[src/rcom_pkg.sv]
// Shared constants, codes and control structs for the channel override mixer.
package rcom_pkg;

  localparam int NUM_CHANNELS   = 16;
  localparam int CHANNEL_MIN    = 172;
  localparam int CHANNEL_MAX    = 1811;
  localparam int CHANNEL_CENTER = 992;
  localparam int THROTTLE_INDEX = 2;
  localparam int NUM_LEVELS     = 4;

  localparam int ACT_W = 3;
  localparam int CH_W  = 4;
  localparam int VAL_W = 11;
  localparam int LVL_W = 2;

  localparam int CH_IDX_W = (NUM_CHANNELS > 1) ? $clog2(NUM_CHANNELS) : 1;

  // Mix arithmetic widths
  localparam int CH_RANGE    = CHANNEL_MAX - CHANNEL_MIN;
  localparam int RANGE_W     = $clog2(CH_RANGE + 1);
  localparam int D_W         = VAL_W + 2;
  localparam int PROD_W      = 2 * D_W;
  localparam int OR_W        = VAL_W + RANGE_W;
  localparam int SUM_W       = PROD_W + 1;
  localparam int NUM_W       = VAL_W + RANGE_W + 1;
  localparam int RECIP_SHIFT = NUM_W + RANGE_W;
  localparam int RECIP_W     = NUM_W + 2;
  localparam int QP_W        = NUM_W + RECIP_W;
  localparam int Q_W         = QP_W - RECIP_SHIFT;

  // Rounded-up reciprocal of the range; exact floor division for NUM_W-bit dividends
  localparam longint unsigned RECIP =
    ((64'd1 << RECIP_SHIFT) + 64'(CH_RANGE) - 64'd1) / 64'(CH_RANGE);

  typedef enum logic [ACT_W-1:0] {
    ACT_SET_VALUE    = 3'd0,
    ACT_SET_OVERRIDE = 3'd1,
    ACT_CLEAR        = 3'd2,
    ACT_READ_RAW     = 3'd3,
    ACT_READ_MIX     = 3'd4,
    ACT_RESET        = 3'd5
  } act_t;

  typedef struct packed {
    logic cap_in;
    logic exec;
    logic step1;
    logic step2;
    logic step3;
    logic step4;
    logic push;
  } rcom_cmd_t;

  typedef struct packed {
    logic is_read;
    logic use_mix;
    logic out_free;
  } rcom_sts_t;

endpackage

[src/rcom_ctrl.sv]
// Controller state machine: sequences accept, execute, mix steps and result push.
module rcom_ctrl (
  input  logic                 clk,
  input  logic                 rst_n,
  input  logic                 in_valid,
  output logic                 in_ready,
  input  rcom_pkg::rcom_sts_t  sts,
  output rcom_pkg::rcom_cmd_t  cmd
);

  typedef enum logic [6:0] {
    S_IDLE = 7'b0000001,
    S_EXEC = 7'b0000010,
    S_MIX1 = 7'b0000100,
    S_MIX2 = 7'b0001000,
    S_MIX3 = 7'b0010000,
    S_MIX4 = 7'b0100000,
    S_PUSH = 7'b1000000
  } rcom_state_t;

  rcom_state_t state_r, state_nxt;

  always_comb begin
    state_nxt = state_r;
    cmd       = '0;
    in_ready  = 1'b0;
    unique case (state_r)
      S_IDLE: begin
        in_ready   = 1'b1;
        cmd.cap_in = in_valid;
        if (in_valid) begin
          state_nxt = S_EXEC;
        end
      end
      S_EXEC: begin
        cmd.exec = 1'b1;
        if (!sts.is_read) begin
          state_nxt = S_IDLE;
        end else if (sts.use_mix) begin
          state_nxt = S_MIX1;
        end else begin
          state_nxt = S_PUSH;
        end
      end
      S_MIX1: begin
        cmd.step1 = 1'b1;
        state_nxt = S_MIX2;
      end
      S_MIX2: begin
        cmd.step2 = 1'b1;
        state_nxt = S_MIX3;
      end
      S_MIX3: begin
        cmd.step3 = 1'b1;
        state_nxt = S_MIX4;
      end
      S_MIX4: begin
        cmd.step4 = 1'b1;
        state_nxt = S_PUSH;
      end
      S_PUSH: begin
        // hold until the output register can take the result
        if (sts.out_free) begin
          cmd.push  = 1'b1;
          state_nxt = S_IDLE;
        end
      end
      default: begin
        state_nxt = S_IDLE;
      end
    endcase
  end

  always_ff @(posedge clk) begin
    if (!rst_n) begin
      state_r <= S_IDLE;
    end else begin
      state_r <= state_nxt;
    end
  end

endmodule

[src/rcom_dp.sv]
// Datapath: channel tables, request register, mix arithmetic and output register.
module rcom_dp (
  input  logic                          clk,
  input  logic                          rst_n,
  input  rcom_pkg::rcom_cmd_t           cmd,
  output rcom_pkg::rcom_sts_t           sts,
  input  logic [rcom_pkg::ACT_W-1:0]    in_action,
  input  logic [rcom_pkg::CH_W-1:0]     in_channel,
  input  logic [rcom_pkg::VAL_W-1:0]    in_value,
  input  logic [rcom_pkg::LVL_W-1:0]    in_level,
  output logic                          out_valid,
  input  logic                          out_ready,
  output logic [rcom_pkg::VAL_W-1:0]    out_read_value,
  output logic                          out_overridden
);

  localparam int NCH = rcom_pkg::NUM_CHANNELS;
  localparam int VW  = rcom_pkg::VAL_W;
  localparam int LW  = rcom_pkg::LVL_W;
  localparam int DW  = rcom_pkg::D_W;

  localparam logic signed [DW-1:0] D_OFS  = DW'(rcom_pkg::CHANNEL_MIN + rcom_pkg::CHANNEL_MAX);
  localparam logic signed [DW-1:0] RNG_S  = DW'(rcom_pkg::CH_RANGE);
  localparam logic signed [DW-1:0] CMAX_S = DW'(rcom_pkg::CHANNEL_MAX);
  localparam logic signed [DW-1:0] CMIN_S = DW'(rcom_pkg::CHANNEL_MIN);
  localparam logic [rcom_pkg::RECIP_W-1:0] RECIP_C = rcom_pkg::RECIP_W'(rcom_pkg::RECIP);
  localparam logic [rcom_pkg::Q_W-1:0] Q_MIN = rcom_pkg::Q_W'(rcom_pkg::CHANNEL_MIN);
  localparam logic [rcom_pkg::Q_W-1:0] Q_MAX = rcom_pkg::Q_W'(rcom_pkg::CHANNEL_MAX);

  function automatic logic [VW-1:0] pilot_rst(input int idx);
    logic [VW-1:0] v;
    v = (idx == rcom_pkg::THROTTLE_INDEX) ? VW'(rcom_pkg::CHANNEL_MIN)
                                          : VW'(rcom_pkg::CHANNEL_CENTER);
    return v;
  endfunction

  // Request register
  logic [rcom_pkg::ACT_W-1:0] act_r;
  logic [rcom_pkg::CH_W-1:0]  ch_r;
  logic [VW-1:0]              val_r;
  logic [LW-1:0]              lvl_r;
  logic [LW-1:0]              lvl_sat;

  // Channel tables
  logic [VW-1:0] pilot_r   [NCH];
  logic [VW-1:0] ovr_val_r [NCH];
  logic [LW-1:0] ovr_lvl_r [NCH];
  logic [VW-1:0] pilot_nxt   [NCH];
  logic [VW-1:0] ovr_val_nxt [NCH];
  logic [LW-1:0] ovr_lvl_nxt [NCH];

  logic                        ch_ok;
  logic [rcom_pkg::CH_IDX_W-1:0] ch_idx;

  // Read operands and mix pipeline
  logic [VW-1:0] rd_pilot_r;
  logic [VW-1:0] rd_ovr_r;
  logic          rd_ovrd_r;
  logic          mix_sel_r;

  logic signed [DW-1:0] d_raw, d_clamp, k_val, d_r, k_r;
  logic [rcom_pkg::OR_W-1:0]          or_r;
  logic signed [rcom_pkg::PROD_W-1:0] prod_r;
  logic signed [rcom_pkg::SUM_W-1:0]  sum_s;
  logic [rcom_pkg::NUM_W-1:0]         num_r;
  logic [rcom_pkg::QP_W-1:0]          qp_r;
  logic [rcom_pkg::Q_W-1:0]           q_val;
  logic [VW-1:0]                      mix_val;

  // Output register
  logic          out_valid_r;
  logic [VW-1:0] out_val_r;
  logic          out_ovrd_r;

  assign lvl_sat = (32'(in_level) > rcom_pkg::NUM_LEVELS - 1) ? LW'(rcom_pkg::NUM_LEVELS - 1)
                                                               : in_level;
  assign ch_ok  = (32'(ch_r) < NCH);
  assign ch_idx = ch_r[rcom_pkg::CH_IDX_W-1:0];

  always_ff @(posedge clk) begin
    if (cmd.cap_in) begin
      act_r <= in_action;
      ch_r  <= in_channel;
      val_r <= in_value;
      lvl_r <= lvl_sat;
    end
  end

  assign sts.is_read  = (act_r == rcom_pkg::ACT_READ_RAW) || (act_r == rcom_pkg::ACT_READ_MIX);
  assign sts.use_mix  = (act_r == rcom_pkg::ACT_READ_MIX) && ch_ok && (ovr_lvl_r[ch_idx] != '0);
  assign sts.out_free = !out_valid_r || out_ready;

  always_comb begin
    pilot_nxt   = pilot_r;
    ovr_val_nxt = ovr_val_r;
    ovr_lvl_nxt = ovr_lvl_r;
    if (cmd.exec) begin
      unique case (act_r)
        rcom_pkg::ACT_SET_VALUE: begin
          if (ch_ok) begin
            pilot_nxt[ch_idx] = val_r;
          end
        end
        rcom_pkg::ACT_SET_OVERRIDE: begin
          if (ch_ok && (ovr_lvl_r[ch_idx] <= lvl_r)) begin
            ovr_val_nxt[ch_idx] = val_r;
            ovr_lvl_nxt[ch_idx] = lvl_r;
          end
        end
        rcom_pkg::ACT_CLEAR: begin
          for (int i = 0; i < NCH; i++) begin
            if (ovr_lvl_r[i] <= lvl_r) begin
              ovr_val_nxt[i] = '0;
              ovr_lvl_nxt[i] = '0;
            end
          end
        end
        rcom_pkg::ACT_RESET: begin
          for (int i = 0; i < NCH; i++) begin
            pilot_nxt[i]   = pilot_rst(i);
            ovr_val_nxt[i] = '0;
            ovr_lvl_nxt[i] = '0;
          end
        end
        default: begin
        end
      endcase
    end
  end

  always_ff @(posedge clk) begin
    if (!rst_n) begin
      for (int i = 0; i < NCH; i++) begin
        pilot_r[i]   <= pilot_rst(i);
        ovr_val_r[i] <= '0;
        ovr_lvl_r[i] <= '0;
      end
    end else begin
      pilot_r   <= pilot_nxt;
      ovr_val_r <= ovr_val_nxt;
      ovr_lvl_r <= ovr_lvl_nxt;
    end
  end

  // Capture read operands
  always_ff @(posedge clk) begin
    if (cmd.exec) begin
      rd_pilot_r <= ch_ok ? pilot_r[ch_idx] : '0;
      rd_ovr_r   <= ovr_val_r[ch_idx];
      rd_ovrd_r  <= ch_ok && (ovr_lvl_r[ch_idx] != '0);
      mix_sel_r  <= sts.use_mix;
    end
  end

  // Step 1: stick factor numerator, clamped, and the span it scales
  always_comb begin
    d_raw = $signed({1'b0, rd_pilot_r, 1'b0}) - D_OFS;
    if (d_raw > RNG_S) begin
      d_clamp = RNG_S;
    end else if (d_raw < -RNG_S) begin
      d_clamp = -RNG_S;
    end else begin
      d_clamp = d_raw;
    end
    if (d_clamp > 0) begin
      k_val = CMAX_S - $signed({2'b00, rd_ovr_r});
    end else begin
      k_val = $signed({2'b00, rd_ovr_r}) - CMIN_S;
    end
  end

  always_ff @(posedge clk) begin
    if (cmd.step1) begin
      d_r  <= d_clamp;
      k_r  <= k_val;
      or_r <= rcom_pkg::OR_W'(rd_ovr_r) * rcom_pkg::OR_W'(rcom_pkg::CH_RANGE);
    end
  end

  // Step 2: scaled offset
  always_ff @(posedge clk) begin
    if (cmd.step2) begin
      prod_r <= rcom_pkg::PROD_W'(d_r) * rcom_pkg::PROD_W'(k_r);
    end
  end

  // Step 3: numerator, floored at zero
  assign sum_s = $signed({{(rcom_pkg::SUM_W - rcom_pkg::OR_W){1'b0}}, or_r})
               + rcom_pkg::SUM_W'(prod_r);

  always_ff @(posedge clk) begin
    if (cmd.step3) begin
      num_r <= sum_s[rcom_pkg::SUM_W-1] ? '0 : sum_s[rcom_pkg::NUM_W-1:0];
    end
  end

  // Step 4: divide by the range through the reciprocal
  always_ff @(posedge clk) begin
    if (cmd.step4) begin
      qp_r <= rcom_pkg::QP_W'(num_r) * rcom_pkg::QP_W'(RECIP_C);
    end
  end

  always_comb begin
    q_val = qp_r[rcom_pkg::QP_W-1:rcom_pkg::RECIP_SHIFT];
    if (q_val < Q_MIN) begin
      mix_val = VW'(Q_MIN);
    end else if (q_val > Q_MAX) begin
      mix_val = VW'(Q_MAX);
    end else begin
      mix_val = q_val[VW-1:0];
    end
  end

  always_ff @(posedge clk) begin
    if (!rst_n) begin
      out_valid_r <= 1'b0;
    end else if (cmd.push) begin
      out_valid_r <= 1'b1;
    end else if (out_ready) begin
      out_valid_r <= 1'b0;
    end
  end

  always_ff @(posedge clk) begin
    if (cmd.push) begin
      out_val_r  <= mix_sel_r ? mix_val : rd_pilot_r;
      out_ovrd_r <= rd_ovrd_r;
    end
  end

  assign out_valid      = out_valid_r;
  assign out_read_value = out_val_r;
  assign out_overridden = out_ovrd_r;

endmodule

[src/rc_channel_override_mixer_unit.sv]
// Top level of the radio-control channel override mixer.
//
//   channel  | direction | handshake            | payload
//   ---------+-----------+----------------------+-----------------------------------------
//   request  | in        | in_valid / in_ready  | in_action, in_channel, in_value, in_level
//   result   | out       | out_valid/ out_ready | out_read_value, out_overridden
//
// One request is worked at a time. Set value, set override, clear and reset pass
// through accept and execute. A raw read adds a push step; a mixed read of an
// overridden channel also runs the four-step multiply/reciprocal-divide sequence.
// A finished result sits in the output register; new requests are accepted while
// it waits, and a later read holds in its push step until the register frees.
// rst_n is synchronous, active low, and restores all channel tables to their
// power-up values (center, throttle at minimum, no overrides).
module rc_channel_override_mixer_unit (
  input  logic                          clk,
  input  logic                          rst_n,
  input  logic                          in_valid,
  output logic                          in_ready,
  input  logic [rcom_pkg::ACT_W-1:0]    in_action,
  input  logic [rcom_pkg::CH_W-1:0]     in_channel,
  input  logic [rcom_pkg::VAL_W-1:0]    in_value,
  input  logic [rcom_pkg::LVL_W-1:0]    in_level,
  output logic                          out_valid,
  input  logic                          out_ready,
  output logic [rcom_pkg::VAL_W-1:0]    out_read_value,
  output logic                          out_overridden
);

  // command and status between the sequencer and the datapath
  rcom_pkg::rcom_cmd_t cmd;
  rcom_pkg::rcom_sts_t sts;

  // sequence each request: accept, execute, then for reads optional mix steps and a result push
  rcom_ctrl u_ctrl (
    .clk      (clk),
    .rst_n    (rst_n),
    .in_valid (in_valid),
    .in_ready (in_ready),
    .sts      (sts),
    .cmd      (cmd)
  );

  // hold channel tables, do the mix arithmetic, own the output register
  rcom_dp u_dp (
    .clk            (clk),
    .rst_n          (rst_n),
    .cmd            (cmd),
    .sts            (sts),
    .in_action      (in_action),
    .in_channel     (in_channel),
    .in_value       (in_value),
    .in_level       (in_level),
    .out_valid      (out_valid),
    .out_ready      (out_ready),
    .out_read_value (out_read_value),
    .out_overridden (out_overridden)
  );

endmodule

[config.mk]
export PLATFORM = sky130hd
export DESIGN_NAME = rc_channel_override_mixer_unit
export DESIGN_NICKNAME = d
export VERILOG_FILES = /design/src/rcom_pkg.sv /design/src/rcom_ctrl.sv /design/src/rcom_dp.sv /design/src/rc_channel_override_mixer_unit.sv
export SDC_FILE = /design/constraint.sdc
export NUM_CORES = 2
export LEC_CHECK = 0
export ABC_AREA = 1
export BUFFER_PORTS_ARGS = -buffer_cell sky130_fd_sc_hd__buf_2
export CAP_MARGIN = 20
export CELL_PAD_IN_SITES_DETAIL_PLACEMENT = 2
export CELL_PAD_IN_SITES_GLOBAL_PLACEMENT = 2
export CORE_MARGIN = 2
export CORE_UTILIZATION = 40
export DETAILED_ROUTE_END_ITERATION = 8
export GPL_ROUTABILITY_DRIVEN = 0
export PLACE_DENSITY = 0.79
export SLEW_MARGIN = 20
export SYNTH_ARGS = -nofsm -noshare
export SYNTH_HDL_FRONTEND = slang
export SYNTH_SLANG_ARGS = --single-unit
export TNS_END_PERCENT = 100
[constraint.sdc]
create_clock -name clk -period 8.5 [get_ports clk]
set_input_delay 0.425 -clock clk [delete_from_list [all_inputs] [get_ports clk]]
set_output_delay 0.425 -clock clk [all_outputs]
set_load 0.005 [all_outputs]
==> flow_metrics.tcl <==
set metrics [dict create \
    avgSynthCellArea_um2 8.06 \
    switching_share_pct 31.3 \
    drv_cap 0 \
    cp_slowest_cell "edfxtp_1" \
    fill_cells 12200 \
    dieArea_mm2 0.112 \
    clkLatencyLatePin_ns 0.68 \
    wirelength_um 171000 \
    yosysSeqAreaShare_pct 29.3 \
    drcViolationCount 0 \
    p_sw_w 0.00228 \
    die_y_um 334 \
    final_cell_mix "964 x nand2_1, 817 x inv_1, 589 x a21oi_1" \
    htreeDepth 3 \
    drtIter0Drc 1908 \
    min_period_ns 6.54 \
    mappedNetlistArea_mm2 0.0436 \
    finalSetupTns_ns 0 \
    layout.cells.most_common "nand2_1" \
    hold_start "in_valid" \
    setup_viol 0 \
    grt_max_degree 121 \
    cp.arrival_ns 7.01 \
    drt-pass1-iter-count 5 \
    viasPerCell 5.61 \
    p_leak_nw 22.2 \
    irDropWorstVdd_mv 0.146 \
    hold_violations 0 \
    cp_data_required_time_ns 8.97 \
    post_synth_num_cell_types 52 \
    area_growth_pct 8.73 \
    finalNetCount 6090 \
    grt_pass1_wl_um 263000 \
    core_area_mm2 0.108 \
    ys_ff_latch 556 \
    io-pin-count 38 \
    worstPathMaxFanout 15 \
    clock-root-buffer "clkbuf_16" \
    wl_per_cell_um 25.2 \
    finalClockSkew_ns 0.0322 \
    worstReg2RegStart "u_dp.k_r[11]" \
    antenna_found_initial 2 \
    cellPowerDensity_mw_per_mm2 153 \
    crit_start "u_dp.k_r[11]" \
    worst_path_largest_cell_delay_ns 0.81 \
    slew_violations 0 \
    port_buffers 37 \
    drive_above_1_share_pct 5.04 \
    ctsHoldBuffers 20 \
    timing.slew.headroom_pct 23.8 \
    power_frac_seq_pct 38.8 \
    start_util_pct 40.2 \
    synth_ff_type "dfxtp_1" \
    dp_hpwl_um 128000 \
    die_w_um 334 \
    grt_overflow 0 \
    clock_path_buffers 3 \
    ant_nets 0 \
    startpoint_type "flip-flop" \
    crit_chain "inv_1, or2_2, fa_1, inv_1, fa_1, inv_1, fa_1, inv_1, fa_1, fa_1, ha_1, ha_1, nand2_1, nor2_1, nand2_1, o21ai_0, xor2_1" \
    hp-class "input pin to flip-flop" \
    p_clk_share_pct 43.3 \
    ctsResizeCount 0 \
    cts.clk_slew.worst_paths_ns 0.06 \
    synth.net_count 6170 \
    finalPower_w 0.00727 \
    grt_util_all_layers_pct 30.7 \
    vias 38100 \
    cts_tree "done" \
    cts_sinks 556 \
    power_frac_comb_pct 17.9 \
    numCtsBuffers 71 \
    cp_common_cell "fa_1" \
    post-cts-setup-buffers 0 \
    critPathKind "flip-flop to flip-flop" \
    synth_cells 5408 \
    status "finished, final reports clean" \
    final_area_mm2 0.0474 \
    synth_edf_count 164 \
    grt_pass1_vias 43500 \
    post-route-period-util_pct 76.9 \
    tightestPinTransition_ns 1.14 \
    synthArstFlopShare_pct 0 \
    fmax_mhz 153 \
    internal-power_w 0.00499 \
    yosysWarnings 0 \
    fp-row-count 121 \
    placed_cell_area_mm2 0.0448 \
    rsz0062_at_grt "false" \
    cp-end-kind "flip-flop" \
]
==> registers in the layout (all words and copies together) (netlist names), 12 cells and up <==
name	flops
u_dp.ovr_val_r	176
u_dp.pilot_r	176
u_dp.ovr_lvl_r	32
u_dp.prod_r	26
u_dp.num_r	23
u_dp.or_r	22
u_dp.qp_r	13
u_dp.d_r	12
u_dp.k_r	12
==> stage by stage <==
stage	setup WS [ns]	hold WS (ns)	utilization (%)	instances
floorplan	2.94	0.400	-	5408
global placement	2.30	0.429	41.3	6649
detailed placement	1.99	0.439	41.3	6649
CTS	1.93	0.210	43.7	6796
global route	1.62	0.236	43.7	6796
finish	1.96	0.253	43.7	6797
==> logic make-up after synthesis <==
family                   after synthesis  synth area share [%]
AND/OR/NAND/NOR                     1680                  16.2
XOR/XNOR                              90                  1.81
adder cells (fa/ha/maj)              738                  27.1
AO/OA/AOI/OAI                       1240                  15.6
flip-flops                           556                  29.3
buffers and inverters               1104                  9.92
==> Yosys cell counts, types with 26 or more instances <==
master / n / share of area, %
o21ai_0: 382 / 4.4
edfxtp_1: 164 / 11
nand4_1: 44 / 0.63
fa_1: 346 / 16
nor2_1: 377 / 3.2
a21oi_1: 589 / 6.8
inv_2: 26 / 0.22
xor2_1: 66 / 1.3
clkbuf_1: 180 / 1.6
nand2_1: 964 / 8.3
a22oi_1: 176 / 3.0
dfxtp_1: 392 / 18
ha_1: 392 / 11
o21ai_1: 29 / 0.33
nor3_1: 29 / 0.33
nand3_1: 178 / 2.0
buf_2: 47 / 0.54
inv_1: 818 / 7.0
==> worst paths after layout <==
path	slack, ns	depth (start not counted)	endpoint
setup / recovery	1.96	17	u_dp.prod_r[18]
setup reg to reg	1.96	17	u_dp.prod_r[18]
hold / removal	0.25	3	u_ctrl.state_r[1]
hold reg to reg	0.45	2	u_dp.pilot_r[64]
==> final cells by class <==
| cell class | count | area [um2] | share of cell area, % |
|---|---|---|---|
| Timing Repair Buffer | 103 | 737 | 1.56 |
| Multi-Input combinational cell | 3748 | 26500 | 56.0 |
| Inverter | 848 | 3190 | 6.74 |
| Sequential cell | 556 | 12800 | 27.0 |
| Antenna cell | 1 | 2.50 | 0.00528 |
| Clock inverter | 29 | 364 | 0.768 |
| Clock buffer | 98 | 2020 | 4.26 |
| Tap cell | 1414 | 1770 | 3.73 |
==> worst max-delay path, delay by kind of cell (launching register included) <==
family,cells,cell delay (ns)
adders and majority gates,7,3.38
and+or+nand+nor,4,0.97
DFF,1,0.81
buffers and inverters,4,0.61
AOI/OAI and AO/OA,1,0.29
xor gates and xnor gates,1,0.28
==> power by group through the flow <==
stage	clock network [W]	registers, W	logic (W)
6_report	0.00315	0.00282	0.00130
3_5_place_dp	0	0.00287	0.00128
3_3_place_gp	0	0.00287	0.00123
2_1_floorplan	0	0.00286	0.000847
4_1_cts	0.00321	0.00282	0.00131
5_1_grt	0.00329	0.00282	0.00145
==> per-layer routing <==
| metal | up-vias | share of wire, % | global-route usage (%) |
|---|---|---|---|
| met1 | 19600 | 39 | 34.6 |
| met5 | - | 0 | 0 |
| met2 | 722 | 53 | 57.4 |
| met3 | 360 | 2.7 | 3.10 |
| met4 | 0 | 5.4 | 15.0 |
| li1 | 17400 | - | - |
No activity file was read; power rests on OpenSTA's default activity.
